**config.mk**
```make
export PLATFORM = sky130hd
export DESIGN_NAME = peu_div
export DESIGN_NICKNAME = d
export VERILOG_FILES = /design/src/peu_pkg.sv /design/src/peu_div.sv
export SDC_FILE = /design/constraint.sdc
export NUM_CORES = 2
export LEC_CHECK = 0
export ABC_CLOCK_PERIOD_IN_PS = 4200
export BUFFER_PORTS_ARGS = -buffer_cell sky130_fd_sc_hd__clkbuf_2
export CAP_MARGIN = 20
export CORE_MARGIN = 1
export CORE_UTILIZATION = 64
export CTS_CLUSTER_DIAMETER = 80
export DETAILED_ROUTE_END_ITERATION = 12
export MAX_ROUTING_LAYER = met4
export PLACE_DENSITY = 0.79
export SYNTH_ARGS = -nofsm -noshare
export SYNTH_HDL_FRONTEND = slang
export SYNTH_MEMORY_MAX_BITS = 65536
export SYNTH_SLANG_ARGS = --single-unit
```
**constraint.sdc**
```tcl
create_clock -name clk -period 4.2 [get_ports clk]
set_input_delay 0.42 -clock clk [delete_from_list [all_inputs] [get_ports clk]]
set_output_delay 0.42 -clock clk [all_outputs]
set_load 0.02 [all_outputs]
```
**src/peu_pkg.sv**
```systemverilog
// ----------------------------------------------------------------------------
// peu_pkg
// Types, constants and helpers shared by the particle Euler update pipeline.
// ----------------------------------------------------------------------------
package peu_pkg;

    localparam logic [15:0] AGE_ONE = 16'd16384;

    localparam int DIV_BITS = 32;
    localparam int DIV_LAT  = DIV_BITS + 2;

    localparam logic [1:0] ST_DEAD_BEFORE = 2'd0;
    localparam logic [1:0] ST_DIED_NOW    = 2'd1;
    localparam logic [1:0] ST_ALIVE       = 2'd2;

    localparam logic [2:0] REG_PAUSED          = 3'd0;
    localparam logic [2:0] REG_TIME_STEP       = 3'd1;
    localparam logic [2:0] REG_FORCE_MASK      = 3'd2;
    localparam logic [2:0] REG_FORCE_X_FIRST   = 3'd3;
    localparam logic [2:0] REG_FORCE_Y_FIRST   = 3'd4;
    localparam logic [2:0] REG_FORCE_X_SECOND  = 3'd5;
    localparam logic [2:0] REG_FORCE_Y_SECOND  = 3'd6;

    localparam logic signed [31:0] SAT_MAX = 32'sh7fffffff;
    localparam logic signed [31:0] SAT_MIN = 32'sh80000000;

    typedef struct packed {
        logic [15:0]        age;
        logic [15:0]        aging_rate;
        logic signed [31:0] mass_birth;
        logic signed [31:0] mass_death;
        logic signed [31:0] vel_x;
        logic signed [31:0] vel_y;
        logic signed [31:0] pos_x;
        logic signed [31:0] pos_y;
        logic signed [31:0] radius_birth;
        logic signed [31:0] radius_death;
    } in_t;

    typedef struct packed {
        logic [1:0]         status;
        logic [15:0]        new_age;
        logic signed [31:0] mass_now;
        logic signed [31:0] new_vel_x;
        logic signed [31:0] new_vel_y;
        logic signed [31:0] new_pos_x;
        logic signed [31:0] new_pos_y;
        logic signed [31:0] radius_now;
    } out_t;

    // per-stage particle record
    typedef struct packed {
        logic [1:0]         status;
        logic [15:0]        new_age;
        logic signed [31:0] mass;
        logic signed [31:0] radius;
        logic signed [31:0] vel_x;
        logic signed [31:0] vel_y;
        logic signed [31:0] pos_x;
        logic signed [31:0] pos_y;
    } pay_t;

    function automatic logic signed [31:0] sat32(input logic signed [49:0] v);
        logic signed [31:0] r;
        if (v > 50'sd2147483647)
            r = SAT_MAX;
        else if (v < -50'sd2147483648)
            r = SAT_MIN;
        else
            r = v[31:0];
        return r;
    endfunction

endpackage

```
**src/peu_div.sv**
```systemverilog
// ----------------------------------------------------------------------------
// peu_div
// Pipelined saturating signed divide: trunc(force * 2^16 / mass), one
// quotient bit per stage, one request per cycle while en[0] is set.
// ----------------------------------------------------------------------------
module peu_div
    import peu_pkg::*;
(
    input  logic                      clk,
    input  logic [DIV_LAT-1:0]        en,
    input  logic signed [31:0]        force_val,
    input  logic signed [31:0]        mass,
    output logic signed [31:0]        quo
);

    typedef struct packed {
        logic neg;
        logic ovf;
        logic f_zero;
    } flag_t;

    logic [31:0] rem_reg  [DIV_BITS+1];
    logic [31:0] dvd_reg  [DIV_BITS+1];
    logic [31:0] q_reg    [DIV_BITS+1];
    logic [31:0] am_reg   [DIV_BITS+1];
    flag_t       flag_reg [DIV_BITS+1];
    logic signed [31:0] res_reg;
    logic signed [31:0] res_next;

    logic [31:0] af_next;
    logic [31:0] am_next;

    assign af_next = force_val[31] ? 32'(-force_val) : force_val;
    assign am_next = mass[31] ? 32'(-mass) : mass;

    always_ff @(posedge clk)
    begin
        if (en[0])
        begin
            rem_reg[0]         <= {16'b0, af_next[31:16]};
            dvd_reg[0]         <= {af_next[15:0], 16'b0};
            q_reg[0]           <= '0;
            am_reg[0]          <= am_next;
            flag_reg[0].neg    <= force_val[31] ^ mass[31];
            flag_reg[0].ovf    <= {16'b0, af_next} >= {am_next, 16'b0};
            flag_reg[0].f_zero <= (force_val == '0);
        end
    end

    for (genvar k = 1; k <= DIV_BITS; k++)
    begin : g_step
        logic [32:0] trial;
        logic [32:0] diff;
        logic        ge;

        assign trial = {rem_reg[k-1], dvd_reg[k-1][31]};
        assign diff  = trial - {1'b0, am_reg[k-1]};
        assign ge    = trial >= {1'b0, am_reg[k-1]};

        always_ff @(posedge clk)
        begin
            if (en[k])
            begin
                rem_reg[k]  <= ge ? diff[31:0] : trial[31:0];
                dvd_reg[k]  <= {dvd_reg[k-1][30:0], 1'b0};
                q_reg[k]    <= {q_reg[k-1][30:0], ge};
                am_reg[k]   <= am_reg[k-1];
                flag_reg[k] <= flag_reg[k-1];
            end
        end
    end

    always_comb
    begin
        if (flag_reg[DIV_BITS].f_zero)
            res_next = '0;
        else if (flag_reg[DIV_BITS].ovf)
            res_next = flag_reg[DIV_BITS].neg ? SAT_MIN : SAT_MAX;
        else if (flag_reg[DIV_BITS].neg)
            res_next = (q_reg[DIV_BITS] > 32'h80000000) ? SAT_MIN
                                                         : 32'(-q_reg[DIV_BITS]);
        else
            res_next = q_reg[DIV_BITS][31] ? SAT_MAX : q_reg[DIV_BITS];
    end

    always_ff @(posedge clk)
    begin
        if (en[DIV_LAT-1])
            res_reg <= res_next;
    end

    assign quo = res_reg;

endmodule

```
Word level (Yosys, flattened, before mapping)

Memory sizes are Yosys's and may differ from the RTL's.
Cells that the tools add are included.

Register bits after elaboration: 32
Bits in writable memories: 4290
Input bits: 99
Output and inout bits: 32
Logic and storage cells: 182
Memories kept: 5

Add/subtract/negate cells: 35
$lt $le $gt $ge: 34
Mux-type cells: 105
Bitwise operators: 1
Reductions and logical operators: 1

Memory list:

| name     | words | width | read ports | clocked after memory_dff | write ports | RTL line      | source |
|---|---|---|---|---|---|---|---|
| am_reg   | 33    | 32    | 32         | 0                        | 33          | peu_div.sv:25 | `logic [31:0] am_reg [DIV_BITS+1];` |
| q_reg    | 33    | 32    | 33         | 0                        | 33          | peu_div.sv:24 | `logic [31:0] q_reg [DIV_BITS+1];` |
| rem_reg  | 33    | 32    | 32         | 0                        | 33          | peu_div.sv:22 | `logic [31:0] rem_reg [DIV_BITS+1];` |
| dvd_reg  | 33    | 31    | 32         | 0                        | 33          | peu_div.sv:23 | `logic [31:0] dvd_reg [DIV_BITS+1];` |
| flag_reg | 33    | 3     | 33         | 0                        | 33          | peu_div.sv:26 | `flag_t flag_reg [DIV_BITS+1];` |

Operators with widths:

| kind                                       | count |
|---|---|
| 2-to-1 mux 32 bit                          | 38 |
| >= comparator 33 x 32 -> 1 bit             | 32 |
| subtractor 32 bit                          | 32 |
| negator 32 bit                             | 3 |
| 2-to-1 mux 1 bit                           | 66 |
| >= comparator 32 x 48 -> 1 bit             | 1 |
| > comparator 32 bit, second input constant | 1 |
| logical NOT 32 bit                         | 1 |
| 2-to-1 mux 31 bit                          | 1 |
| bitwise XOR 1 bit                          | 1 |

Longest topological paths before layout

An unclocked memory read counts as a cell.

Word-level depth: 5
Mapped depth: 19
Mapped depth without buffers: 19

Worst setup path before layout

Ideal clock, no wire load.

Kind: input -> register
Start: input port force_val[11]
End: memory flag_reg[0][1] (netlist bit) (data pin)
Library setup time: 0.152 ns
Arrival: 3.480 ns
Data required time: 4.048 ns
Setup slack: 0.569 ns
Cell stages on the path: 15
Path buffers: 1
Path through: clkbuf_1 > or4_1 > or3_1 > nor2_1 > nand3_1 > o31ai_1 > xnor2_1 > ha_1 > nand4_1 > nor2_1 > nand2_1 > or4_1 > nor4_1 > a31oi_1 > a31oi_1

RTL lines:

| item               | RTL line      | source |
|---|---|---|
| start: declaration | peu_div.sv:11 | `input logic signed [31:0] force_val,` |
| end: declaration   | peu_div.sv:26 |  |

==> flow_metrics.py <==
metrics = {
    "placement": {
        "numPortBuffers": 130,
        "place_congestion": 1.005,
        "place_hpwl_um": 280800,
    },
    "timing": {
        "tightestPinTransition_ps": 1052,
        "hold_viol": 0,
        "post-route-period-util_pct": 98.19,
        "setup_viol": 0,
        "finalClockSkew_ps": 76.54,
        "slew_headroom_pct": 29.86,
        "fin_crit_ps": 4124,
        "final_max_slew_viol_count": 0,
        "timing.fmax_ghz": 0.2425,
    },
    "pwr": {
        "power_density_nw_per_um2": 772.7,
        "p_leak_nw": 67.73,
        "finalPower_mw": 128.9,
        "ir_drop_v": 0.0004527,
    },
    "yosys": {
        "synthTopCellsByCount": "edfxtp_1 (2827), inv_1 (1278), a21oi_1 (1058), ha_1 (1027), nor2_1 (839)",
        "syn_nets": 13830,
        "avgSynthCellArea_um2": 11.82,
        "ys_async_sr_fraction_pct": 0,
        "ys.flop_type": "edfxtp_1",
        "synth_top_area_share_pct": 56.68,
        "ys_ff_latch": 2827,
        "yosys.area.top_type": "edfxtp_1",
        "synth_warnings": 0,
        "synth_edf_count": 2827,
        "seq_area_frac_synth_pct": 56.68,
        "syn_area_um2": 149800,
        "synthCells": 12670,
        "ys_types": 107,
        "synthTopCellsByArea": "edfxtp_1 (57%), ha_1 (8.6%), a21oi_1 (3.5%)",
        "synth.most_common_cell": "edfxtp_1",
    },
    "die": {
        "ios": 131,
        "die_w_um": 485.8,
        "start_util_pct": 64.41,
        "die_h_um": 485.8,
        "dieArea_um2": 236000,
        "fp-row-count": 177,
        "fp.coreArea_um2": 232500,
    },
    "worst_setup_path": {
        "cp.arrival_ps": 4790,
        "worstSetupPathType": "register to register",
        "startpoint_type": "register",
        "endpoint_kind": "register",
        "cp.required_ps": 4870,
        "worst-path-max-fanout": 3,
    },
    "global_route": {
        "grt.busiest_layer": "met2",
        "gr-usage-met3_pct": 3.900,
        "grt_use_total_pct": 32.76,
        "antenna_found_initial": 18,
        "globalRouteOverflowTotal": 0,
        "grt_max_degree": 91,
        "grt_use_met1_pct": 37.25,
        "use_met2_pct": 56.13,
        "grt_pass1_wl_um": 577600,
        "grt_pass1_vias": 100900,
    },
    "clock_tree": {
        "htree_levels": 5,
        "clkLatencyLatePin_ps": 970,
        "numCtsBuffers": 310,
        "clock-sinks": 2827,
        "cts_tree": "built",
        "cts-root-buf": "clkbuf_16",
        "path_clk_slew_ps": 70,
        "clk_path_buf_depth": 4,
    },
    "drt": {
        "ant_nets": 0,
        "drt_iter0_drc": 9344,
        "vias_per_cell": 6.173,
        "drtPass1Iterations": 9,
        "wl_per_cell_um": 23.09,
        "vias": 101900,
        "drt_wl_total_um": 381000,
        "drc": 0,
    },
    "cells_and_area": {
        "drive_gt1_share_pct": 9.943,
        "final_core_util_pct": 71.76,
        "largest_reg_flops": 1024,
        "syn2layout_area_growth_pct": 11.40,
        "nNetsFinal": 14340,
    },
    "flow_run": {
        "cap_violations": 0,
    },
    "outcome": {
        "status": "complete, no violations",
    },
    "min_path": {
        "hold_class": "input port to register",
    },
}
[final timing paths]
path                                      start               to  slack [ps]  cells past startpoint
worst min-delay path                     en[20]    q_reg[0][646]           5                      2
worst max register to register  dvd_reg[0][185]  rem_reg[0][222]          80                     14
worst min register to register    q_reg[0][395]    q_reg[0][428]         390                      0
worst max-delay path            dvd_reg[0][185]  rem_reg[0][222]          80                     14
[cells in the final DEF, fill, tap and decap left out, drive strengths merged, types with 31 or more instances in the layout]
cell         count
nor4            62
a221oi          33
and3            88
o21ai          730
a21oi         1059
nand4          148
dlygate4sd3     78
diode           42
clkinv         107
a31oi           97
bufinv          42
o31ai           89
buf            260
nor2           839
nand2b         161
xor2           349
clkbuf         454
and2            49
edfxtp        2827
o21bai         118
fa              31
xnor2          548
a21boi          37
nor2b          186
nor3           150
or3             53
ha            1027
o211ai          51
inv           1294
mux2           375
o21a           139
nand3          173
nand2          761
a21o           434
or2             36
a211oi          79
[layer usage]
| layer | share of wire [%] | routed length, µm |
|---|---|---|
| met3 | 5.5 | 21060 |
| met5 | 0 | 0 |
| met2 | 50 | 192100 |
| met1 | 38 | 143000 |
| met4 | 6.5 | 24950 |
[where the power goes]
group | switching [mW] | leakage (nW) | internal, mW | total, mW
Clock | 11.3 | 4.92 | 16.4 | 27.7
Combinational | 31.3 | 35.2 | 24.4 | 55.8
Sequential | 4.77 | 27.7 | 40.7 | 45.5
Total | 47.4 | 67.7 | 81.5 | 129
[final cells by class]
class	instances	area (µm²)
clock buffers	355	8075
multi-input cells	8332	59380
inverters	1279	4805
clock inverters	186	2072
well taps	3043	3807
fillers	15550	65680
diodes	42	105.1
flip-flops and latches	2827	84890
repair buffers	437	3719
[metrics by stage]
| step | setup slack (ps) | setup TNS, ps | hold WS, ps | area [µm²] | cells |
|---|---|---|---|---|---|
| 2_1_floorplan | 568.6 | 0 | 400.3 | 149800 | 12670 |
| 3_3_place_gp | -169.1 | -169.1 | 400.2 | 155600 | 15830 |
| 3_5_place_dp | -41.81 | -41.81 | 404.5 | 155600 | 15830 |
| 4_1_cts | 16.04 | 0 | 2.941 | 166500 | 16450 |
| 5_1_grt | -15.92 | -43.32 | 14.74 | 166900 | 16500 |
| 6_report | 75.98 | 0 | 5.336 | 166900 | 16500 |
[worst max-delay path, stage by stage, from the launching register on]
cell,delay (ps)
edfxtp_1,400
inv_1,70
ha_1,240
fa_1,420
nor2b_1,180
o31ai_1,120
a21oi_1,280
a41oi_2,220
o21ai_0,580
a211oi_2,210
o21ai_0,500
a2111oi_0,210
a21oi_1,190
xnor2_1,140
a21oi_1,80
[kinds of logic after synthesis]
group                      synth area share [%]
buffers and inverters                     3.858
AOI/OAI and AO/OA                         13.16
muxes                                     3.022
DFF                                       56.68
xor gates and xnor gates                  5.245
adders and majority gates                 8.993
and+or+nand+nor                           9.048
[what timing repair did]
| action | 4_1_cts | 5_1_grt |
|---|---|---|
| gates resized for setup | 1 | 27 |
| cloned | 0 | 0 |
| setup endpoints to repair | 2 | 222 |
| pin swaps | 0 | 1 |
| endpoints found under the hold margin | 226 | 0 |
| hold buffers | 78 | 0 |
| setup buffers | 0 | 5 |
No activity file was read; power rests on OpenSTA's default activity.
